==> config.mk <==
export PLATFORM = sky130hd
export DESIGN_NAME = bounded_array_list_engine
export DESIGN_NICKNAME = d
export VERILOG_FILES = /design/src/sv/bale_pkg.sv /design/src/sv/bounded_array_list_engine.sv /design/src/sv/bale_cell.sv /design/src/sv/bale_scan.sv
export SDC_FILE = /design/constraint.sdc
export NUM_CORES = 2
export LEC_CHECK = 0
export BUFFER_PORTS_ARGS = -buffer_cell sky130_fd_sc_hd__buf_2
export CAP_MARGIN = 20
export CELL_PAD_IN_SITES_DETAIL_PLACEMENT = 1
export CELL_PAD_IN_SITES_GLOBAL_PLACEMENT = 2
export CORE_UTILIZATION = 42
export DETAILED_ROUTE_END_ITERATION = 8
export PLACE_DENSITY = 0.91
export SLEW_MARGIN = 20
export SYNTH_ARGS = -nofsm -noshare
export SYNTH_HDL_FRONTEND = slang
export SYNTH_SLANG_ARGS = --single-unit
==> constraint.sdc <==
create_clock -name i_clk -period 9.5 [get_ports i_clk]
set_input_delay 2.375 -clock i_clk [delete_from_list [all_inputs] [get_ports i_clk]]
set_output_delay 2.375 -clock i_clk [all_outputs]
set_load 0.01 [all_outputs]
==> src/sv/bale_pkg.sv <==
`timescale 1ns / 1ps
// ----------------------------------------------------------------------------
// bale_pkg - shared types and constants of the bounded array list engine
// Sizes of the list, operation and status codes, cell command bundle.
// ----------------------------------------------------------------------------
package bale_pkg;

    localparam int DEPTH       = 16;  // entries held in the cell row
    localparam int VALUE_WIDTH = 32;  // bits kept per entry

    localparam int PORT_VAL_W  = 32;  // value/data field width
    localparam int IDX_W       = 5;   // index field width
    localparam int POS_W       = 5;   // found_position field width
    localparam int CNTO_W      = 5;   // count field width
    localparam int CAP_W       = 5;   // capacity register width

    localparam int CNT_W = $clog2(DEPTH + 1);
    localparam int CMP_W = (CNT_W > IDX_W) ? CNT_W : IDX_W;
    localparam int SEL_W = (DEPTH > 1) ? $clog2(DEPTH) : 1;

    localparam logic [CAP_W-1:0] CAP_RESET = CAP_W'(16);
    localparam logic             REG_CAPACITY = 1'b0;  // register index

    typedef logic [VALUE_WIDTH-1:0] t_val;
    typedef logic [CNT_W-1:0]       t_cnt;
    typedef logic [CMP_W-1:0]       t_cmp;

    typedef enum logic [2:0] {
        OP_APPEND = 3'd0,
        OP_INSERT = 3'd1,
        OP_REMOVE = 3'd2,
        OP_GET    = 3'd3,
        OP_FIND   = 3'd4
    } t_op;

    typedef enum logic [1:0] {
        ST_OK        = 2'd0,
        ST_FULL      = 2'd1,
        ST_OOB       = 2'd2,
        ST_NOT_FOUND = 2'd3
    } t_status;

    // Broadcast to every cell in the row.
    typedef struct packed {
        logic we_append;
        logic we_insert;
        logic we_remove;
        t_cmp idx;
        t_cnt count;
        t_val value;
    } t_cell_cmd;

    // Store a port value: truncate or sign-extend to the entry width.
    function automatic t_val to_stored(input logic [PORT_VAL_W-1:0] v);
        return VALUE_WIDTH'($signed(v));
    endfunction

    // Read an entry back: sign-extend or truncate to the port width.
    function automatic logic [PORT_VAL_W-1:0] from_stored(input t_val s);
        return PORT_VAL_W'($signed(s));
    endfunction

endpackage

==> src/sv/bounded_array_list_engine.sv <==
`timescale 1ns / 1ps
// ----------------------------------------------------------------------------
// bounded_array_list_engine - ordered list of signed values in a cell row
// Append, insert, remove, get and find on a bounded list held in a row of
// shift cells, with an APB-style capacity register.
// ----------------------------------------------------------------------------
//  channel   dir  handshake                 payload
//  s_axis    in   tvalid/tready             tuser: op; tdata: index, value
//  m_axis    out  tvalid/tready             tuser: status; tdata: data,
//                                           found_position, count
//  apb       in   psel/penable/pready       capacity at byte address 0
//
//  Cycles: one transfer per cycle; each item is resolved in the cycle it is
//  accepted and its result sits in the output register from the next cycle.
//  The cell row shifts all entries at once, so insert and remove cost
//  the same as append.
//  Reset: synchronous, empties the list and sets capacity to 16; entries
//  themselves are not cleared.
//  Stalls: s_axis_tready drops only while a result waits and m_axis_tready
//  is low.
// ----------------------------------------------------------------------------
module bounded_array_list_engine (
    input  logic        i_clk,
    input  logic        i_rst_n,
    // input stream
    input  logic        s_axis_tvalid,
    output logic        s_axis_tready,
    input  logic [39:0] s_axis_tdata,   // [4:0] index, [36:5] value, rest zero
    input  logic [2:0]  s_axis_tuser,   // [2:0] op
    // output stream
    output logic        m_axis_tvalid,
    input  logic        m_axis_tready,
    output logic [47:0] m_axis_tdata,   // [31:0] data, [36:32] found_position,
                                        // [41:37] count, rest zero
    output logic [1:0]  m_axis_tuser,   // [1:0] status
    // configuration
    input  logic        psel,
    input  logic        penable,
    input  logic        pwrite,
    input  logic [2:0]  paddr,
    input  logic [31:0] pwdata,
    output logic [31:0] prdata,
    output logic        pready
);
    import bale_pkg::*;

    // ---------------- configuration ----------------
    logic [CAP_W-1:0] r_capacity;
    logic             cfg_wr;

    assign pready = 1'b1;
    assign cfg_wr = psel && penable && pwrite && pready;

    always_ff @(posedge i_clk) begin
        if (!i_rst_n) begin
            r_capacity <= CAP_RESET;
        end else if (cfg_wr && paddr[2] == REG_CAPACITY) begin
            r_capacity <= pwdata[CAP_W-1:0];
        end
    end

    assign prdata = (paddr[2] == REG_CAPACITY) ? 32'(r_capacity) : '0;

    // ---------------- input decode ----------------
    logic                  in_xfer;
    logic                  r_out_valid;
    t_op                   op;
    logic [IDX_W-1:0]      in_index;
    logic [PORT_VAL_W-1:0] in_value;
    t_val                  key;
    t_cmp                  idx_c;
    t_cmp                  cnt_c;
    t_cmp                  limit_c;
    t_cnt                  r_count;
    logic                  full;

    assign s_axis_tready = !r_out_valid || m_axis_tready;
    assign in_xfer       = s_axis_tvalid && s_axis_tready;

    assign op       = t_op'(s_axis_tuser);
    assign in_index = s_axis_tdata[IDX_W-1:0];
    assign in_value = s_axis_tdata[IDX_W +: PORT_VAL_W];
    assign key      = to_stored(in_value);
    assign idx_c    = CMP_W'(in_index);
    assign cnt_c    = CMP_W'(r_count);

    // Effective limit is capacity clipped to the number of cells.
    assign limit_c = (CMP_W'(r_capacity) > CMP_W'(DEPTH)) ? CMP_W'(DEPTH)
                                                          : CMP_W'(r_capacity);
    assign full    = (cnt_c >= limit_c);

    // ---------------- cell row ----------------
    t_cell_cmd                    cmd;
    logic [DEPTH-1:0][VALUE_WIDTH-1:0] entries;
    logic [DEPTH-1:0]             match;

    assign cmd.we_append = in_xfer && op == OP_APPEND && !full;
    assign cmd.we_insert = in_xfer && op == OP_INSERT && !full && idx_c <= cnt_c;
    assign cmd.we_remove = in_xfer && op == OP_REMOVE && idx_c < cnt_c;
    assign cmd.idx       = idx_c;
    assign cmd.count     = r_count;
    assign cmd.value     = key;

    for (genvar g = 0; g < DEPTH; g++) begin : g_cell
        t_val left_n;
        t_val right_n;

        // edge cells see the key and zero past the ends of the row
        assign left_n  = (g == 0) ? key : entries[(g == 0) ? 0 : g - 1];
        assign right_n = (g == DEPTH - 1) ? '0
                                          : entries[(g == DEPTH - 1) ? g : g + 1];

        bale_cell u_cell (
            .i_clk   (i_clk),
            .i_pos   (CNT_W'(g)),
            .i_cmd   (cmd),
            .i_left  (left_n),
            .i_right (right_n),
            .o_entry (entries[g]),
            .o_match (match[g])
        );
    end

    // ---------------- find and get ----------------
    logic             hit;
    logic [SEL_W-1:0] hit_pos;
    t_val             rd_entry;

    bale_scan u_scan (
        .i_match    (match),
        .i_entries  (entries),
        .i_sel      (in_index[SEL_W-1:0]),
        .o_hit      (hit),
        .o_hit_pos  (hit_pos),
        .o_rd_entry (rd_entry)
    );

    // ---------------- result ----------------
    t_status               res_status;
    logic [PORT_VAL_W-1:0] res_data;
    logic [POS_W-1:0]      res_found;
    t_cnt                  n_count;

    always_comb begin
        res_status = ST_OK;
        res_data   = '0;
        res_found  = '1;
        n_count    = r_count;
        case (op)
            OP_APPEND: begin
                if (full) begin
                    res_status = ST_FULL;
                end else begin
                    n_count = r_count + CNT_W'(1);
                end
            end
            OP_INSERT: begin
                if (full) begin
                    res_status = ST_FULL;
                end else if (idx_c > cnt_c) begin
                    res_status = ST_OOB;
                end else begin
                    n_count = r_count + CNT_W'(1);
                end
            end
            OP_REMOVE: begin
                if (idx_c >= cnt_c) begin
                    res_status = ST_OOB;
                end else begin
                    n_count = r_count - CNT_W'(1);
                end
            end
            OP_GET: begin
                if (idx_c >= cnt_c) begin
                    res_status = ST_OOB;
                    res_data   = '1;
                end else begin
                    res_data = from_stored(rd_entry);
                end
            end
            OP_FIND: begin
                if (hit) begin
                    res_found = POS_W'(hit_pos);
                end else begin
                    res_status = ST_NOT_FOUND;
                end
            end
            default: begin
                // unused codes leave the list alone
            end
        endcase
    end

    // ---------------- output register ----------------
    t_status               r_status;
    logic [PORT_VAL_W-1:0] r_data;
    logic [POS_W-1:0]      r_found;
    logic [CNTO_W-1:0]     r_out_count;

    always_ff @(posedge i_clk) begin
        if (!i_rst_n) begin
            r_out_valid <= 1'b0;
            r_count     <= '0;
        end else begin
            if (in_xfer) begin
                r_out_valid <= 1'b1;
                r_count     <= n_count;
            end else if (m_axis_tready) begin
                r_out_valid <= 1'b0;
            end
        end
    end

    always_ff @(posedge i_clk) begin
        if (in_xfer) begin
            r_status    <= res_status;
            r_data      <= res_data;
            r_found     <= res_found;
            r_out_count <= CNTO_W'(n_count);
        end
    end

    assign m_axis_tvalid = r_out_valid;
    assign m_axis_tuser  = r_status;
    assign m_axis_tdata  = {6'b0, r_out_count, r_found, r_data};

    // ---------------- checks ----------------
    a_count_bound : assert property (@(posedge i_clk) disable iff (!i_rst_n)
        CMP_W'(r_count) <= CMP_W'(DEPTH))
        else $error("entry count exceeds the cell row");

    a_append_grows : assert property (@(posedge i_clk) disable iff (!i_rst_n)
        cmd.we_append |=> r_count == $past(r_count) + CNT_W'(1))
        else $error("append did not advance the count");

    a_remove_shrinks : assert property (@(posedge i_clk) disable iff (!i_rst_n)
        cmd.we_remove |=> r_count == $past(r_count) - CNT_W'(1))
        else $error("remove did not drop the count");

    a_notfound_pos : assert property (@(posedge i_clk) disable iff (!i_rst_n)
        (r_out_valid && r_status == ST_NOT_FOUND) |-> r_found == '1)
        else $error("not-found result carries a position");

    a_count_matches : assert property (@(posedge i_clk) disable iff (!i_rst_n)
        in_xfer |=> r_out_count == CNTO_W'(r_count))
        else $error("reported count differs from the list count");

endmodule

==> src/sv/bale_cell.sv <==
`timescale 1ns / 1ps
// ----------------------------------------------------------------------------
// bale_cell - one list slot
// Holds one entry; loads the new value, takes the left or right neighbor's
// entry on insert or remove, and compares its entry against the key.
// ----------------------------------------------------------------------------
module bale_cell (
    input  logic               i_clk,
    input  bale_pkg::t_cnt     i_pos,
    input  bale_pkg::t_cell_cmd i_cmd,
    input  bale_pkg::t_val     i_left,
    input  bale_pkg::t_val     i_right,
    output bale_pkg::t_val     o_entry,
    output logic               o_match
);
    import bale_pkg::*;

    t_val r_entry;
    t_val n_entry;
    t_cmp pos_c;
    t_cmp cnt_c;

    assign pos_c = CMP_W'(i_pos);
    assign cnt_c = CMP_W'(i_cmd.count);

    always_comb begin
        n_entry = r_entry;
        if (i_cmd.we_append && pos_c == cnt_c) begin
            n_entry = i_cmd.value;
        end else if (i_cmd.we_insert) begin
            if (pos_c == i_cmd.idx) begin
                n_entry = i_cmd.value;
            end else if (pos_c > i_cmd.idx && pos_c <= cnt_c) begin
                n_entry = i_left;
            end
        end else if (i_cmd.we_remove) begin
            if (pos_c >= i_cmd.idx && pos_c + CMP_W'(1) < cnt_c) begin
                n_entry = i_right;
            end
        end
    end

    always_ff @(posedge i_clk) begin
        r_entry <= n_entry;
    end

    assign o_entry = r_entry;
    assign o_match = (pos_c < cnt_c) && (r_entry == i_cmd.value);

endmodule

==> src/sv/bale_scan.sv <==
`timescale 1ns / 1ps
// ----------------------------------------------------------------------------
// bale_scan - result selection over the cell row
// Priority-encode the lowest matching cell and select the entry to read.
// ----------------------------------------------------------------------------
module bale_scan (
    input  logic [bale_pkg::DEPTH-1:0]                        i_match,
    input  logic [bale_pkg::DEPTH-1:0][bale_pkg::VALUE_WIDTH-1:0] i_entries,
    input  logic [bale_pkg::SEL_W-1:0]                        i_sel,
    output logic                                              o_hit,
    output logic [bale_pkg::SEL_W-1:0]                        o_hit_pos,
    output bale_pkg::t_val                                    o_rd_entry
);
    import bale_pkg::*;

    always_comb begin
        o_hit     = 1'b0;
        o_hit_pos = '0;
        // walk down so the lowest match wins
        for (int i = DEPTH - 1; i >= 0; i--) begin
            if (i_match[i]) begin
                o_hit     = 1'b1;
                o_hit_pos = SEL_W'(i);
            end
        end
    end

    assign o_rd_entry = i_entries[i_sel];

endmodule

==> impl_results.md <==
* Post-CTS setup buffer count at 0
* Initial Util at 0.426
* Fin util at 0.464
* Most common flop cell mapped by yosys: edfxtp_1
* Die height at 302 µm
* Worst path max stage delay at 670 ps
* Power density over the cells at 146 nW/µm²
* GR Overflow Total at 0
* Unique masters post-synth at 74
* Core Footprint at 88800 µm²
* Slew HR at 0.201
* Worst path top cell family by delay: buffers and inverters
* Crit path buf inv count at 3
* CP startpoint kind: primary input
* Fillers at 9605
* Skew-Pair Late Insertion Delay at 640 ps
* Worst-path clk slew at 60 ps
* Peak Freq at 158 MHz
* Drt pass-1 iters at 8
* Detailed-route via count at 32200
* Number of synthesized flops with an enable pin at 556
* TritonCTS clock tree: done
* Setup TNS Final at 0 ps
* Slew Viols, Final at 0
* All-layer global routing usage at 0.334
* Cell Chain, Critical Path: buf_6, ha_1, nor2b_1, o21ai_0, nand2_1, and2_1, nor3_4, buf_4, buf_12, o22ai_1, a21oi_1
* Clock sink total at 567
* RSZ-0062 raised after global routing: no
* DP HPWL at 111000 µm
* Post-synthesis async set-or-reset flop share at 0
* I/O pin total at 170
* Synth-to-layout area growth at 9.11%
* Worst Max-Slew Pin Slew at 1200 ps
* Instance count on the critical path at 11
* Post-synthesis sequential area ratio at 0.448
* Yosys warns at 0
* Die span in x at 302 µm
* DRC viols at 28
* Port-buffer cells at 103
* Post-route insts no fill at 4739
* Antenna viol nets, final at 0
* Hold path cells at 2
* Netlist area before placement at 37800 µm²
* Pin count of the biggest net entering global routing at 176
* Via-to-Cell Ratio at 6.79
* Synth top area share at 0.442
* GP Congestion at 1.03
* Synth Register Bits at 567
* Setup CP Type: in2reg
* Vias in the first global route at around 31000
* DR WL/cell at 32.6 µm
* DRT iter0 DRCs at about 4500
* Nets at 3618
* Worst path required time at between 9000 and 10000 ps
* Max-capacitance violation count at 0
* FF-to-FF path depth at 12
* Min cycle time layout at 6330 ps
* Finish-stage setup viols at 0
* Final worst path period share at 0.666
* First-pass GRT wire length at 222000 µm
* Gate Count Post-Synth at 3607
* H-tree Lvls at 3
* Clock root cell: clkbuf_16
* Placement row count at roughly 110
* Cts bufs inserted at 70
* Cts hold-fix bufs at 0
* Failing checks: DRC
* Static Leak at 0.0144 µW
* Worst EP arrival at 6790 ps
* Share of layout cells above drive strength 1 at 0.154
* Top cells by area, synth: edfxtp_1, xor2_1, mux4_2, o22ai_1, nor2_1
* Clock Path Buffers at 3
* Final hold vios at 0
* Overall Power at 6010 µW
* Crit-path slowest cell: nor3_4
* Syn_area_per_cell at 10.5 µm²
* Status: finished, violations left
* CP endpoint kind: flop
* Area leader, netlist: edfxtp_1
* Peak VDD IR at 0.123 mV
* Placed Cells at 4609
* Clock skew at 23.9 ps
* Post-Route WL at 154000 µm
* Die ar. at 91200 µm²
* Antenna violations before repair at 12
* CP max FO at 175
* Post-CTS Resized at 0
* Worst hold path type: reg2reg
==> placed cells by master, fill, tap and decap left out, drive strengths merged, types with 34 or more instances in the layout <==
cell / netlist / final
a21oi: 248 / 248
a22oi: 96 / 96
buf: 202 / 211
clkbuf: 202 / 82
clkinv: 1 / 35
conb: 2 / 34
edfxtp: 556 / 556
mux4: 160 / 160
nand2: 253 / 253
nand3: 45 / 45
nand4: 37 / 37
nor2: 464 / 464
nor4: 117 / 117
o21a: 36 / 36
o21ai: 42 / 42
o22ai: 353 / 353
xnor2: 69 / 69
xor2: 446 / 446
==> final cells by class <==
| class | instances | area [µm²] | area share |
|---|---|---|---|
| Multi-Input combinational cell | 2654 | 19300 | 0.467 |
| Clock inverter | 43 | 297 | 0.00719 |
| Inverter | 14 | 52.6 | 0.00127 |
| Antenna cell | 3 | 7.51 | 0.000182 |
| Clock buffer | 82 | 1840 | 0.0446 |
| Tap cell | 1165 | 1460 | 0.0354 |
| Timing Repair Buffer | 211 | 1390 | 0.0337 |
| Sequential cell | 567 | 16900 | 0.410 |
==> report_power, final <==
| part | total (µW) | internal, µW | switching [µW] |
|---|---|---|---|
| clock | 2610 | 1470 | 1140 |
| sequential | 2750 | 2740 | 12.5 |
| combinational | 649 | 211 | 438 |
==> worst paths after layout <==
kind                                                  from                                      to  slack (ps)
worst min register to register  r_capacity[0]$_SDFFE_PN0P_              r_capacity[0]$_SDFFE_PN0P_         530
worst max-delay path                       s_axis_tdata[1]  g_cell[9].u_cell.o_entry[12]$_DFFE_PP_        3170
worst max register to register       cnt_c[1]$_SDFFE_PN0P_  g_cell[9].u_cell.o_entry[12]$_DFFE_PP_        4420
worst min-delay path            r_capacity[0]$_SDFFE_PN0P_              r_capacity[0]$_SDFFE_PN0P_         530
==> metrics by stage <==
| stage | hold slack (ps) | setup WS, ps | cell area [µm²] |
|---|---|---|---|
| final | 531 | 3170 | 41200 |
| after floorplan | 492 | 1020 | 37900 |
| after detailed placement | 533 | 2740 | 39000 |
| after CTS | 544 | 3370 | 41200 |
| after global routing | 592 | 3070 | 41200 |
| after global placement | 515 | 2840 | 39000 |
==> synth_stat cells (all sizes together), types with 3 or more instances <==
| library cell | number |
|---|---|
| a211oi | 6 |
| a21boi | 7 |
| a21o | 3 |
| a21oi | 248 |
| a22o | 32 |
| a22oi | 96 |
| a2bb2oi | 32 |
| a31oi | 8 |
| and2 | 8 |
| and3 | 4 |
| buf | 202 |
| clkbuf | 202 |
| dfxtp | 11 |
| edfxtp | 556 |
| ha | 15 |
| inv | 13 |
| mux2 | 32 |
| mux2i | 6 |
| mux4 | 160 |
| nand2 | 253 |
| nand2b | 16 |
| nand3 | 45 |
| nand4 | 37 |
| nor2 | 464 |
| nor2b | 12 |
| nor3 | 24 |
| nor4 | 117 |
| o21a | 36 |
| o21ai | 42 |
| o22ai | 353 |
| o311ai | 3 |
| o31ai | 7 |
| or2 | 4 |
| or3 | 6 |
| or4 | 7 |
| xnor2 | 69 |
| xor2 | 446 |
==> cells by family after synthesis <==
kind of cell | Yosys count | share of synthesized area
AO/OA/AOI/OAI | 889 | 0.150
XOR/XNOR | 515 | 0.119
buffers and inverters | 418 | 0.0500
adder cells (fa/ha/maj) | 15 | 0.00497
flip-flops | 567 | 0.448
multiplexers | 198 | 0.109
other | 2 | 0.000199
AND/OR/NAND/NOR | 1003 | 0.119
==> tightest hold or removal path, stage by stage, from the launching register on <==
cell     delay (ps)
dfxtp_1         330
mux2i_1          70
nor2b_1          90
==> registers in the layout, indices dropped and copies added, names as in the netlist <==
signal,count
m_axis_tvalid,1
r_out_count,5
r_found,5
cnt_c,5
m_axis_tuser,2
r_data,32
r_capacity,5
g_cell.u_cell.o_entry,512
==> routing by layer <==
metal | GRT usage | vias up | part of all wire
met3 | 0.0595 | 380 | 0.10
met5 | 0 | - | 0.00034
met1 | 0.453 | 16400 | 0.38
met2 | 0.499 | 2126 | 0.44
met4 | 0.205 | 8 | 0.070
li1 | - | 13300 | -
Power figures use the tool's default switching activity.
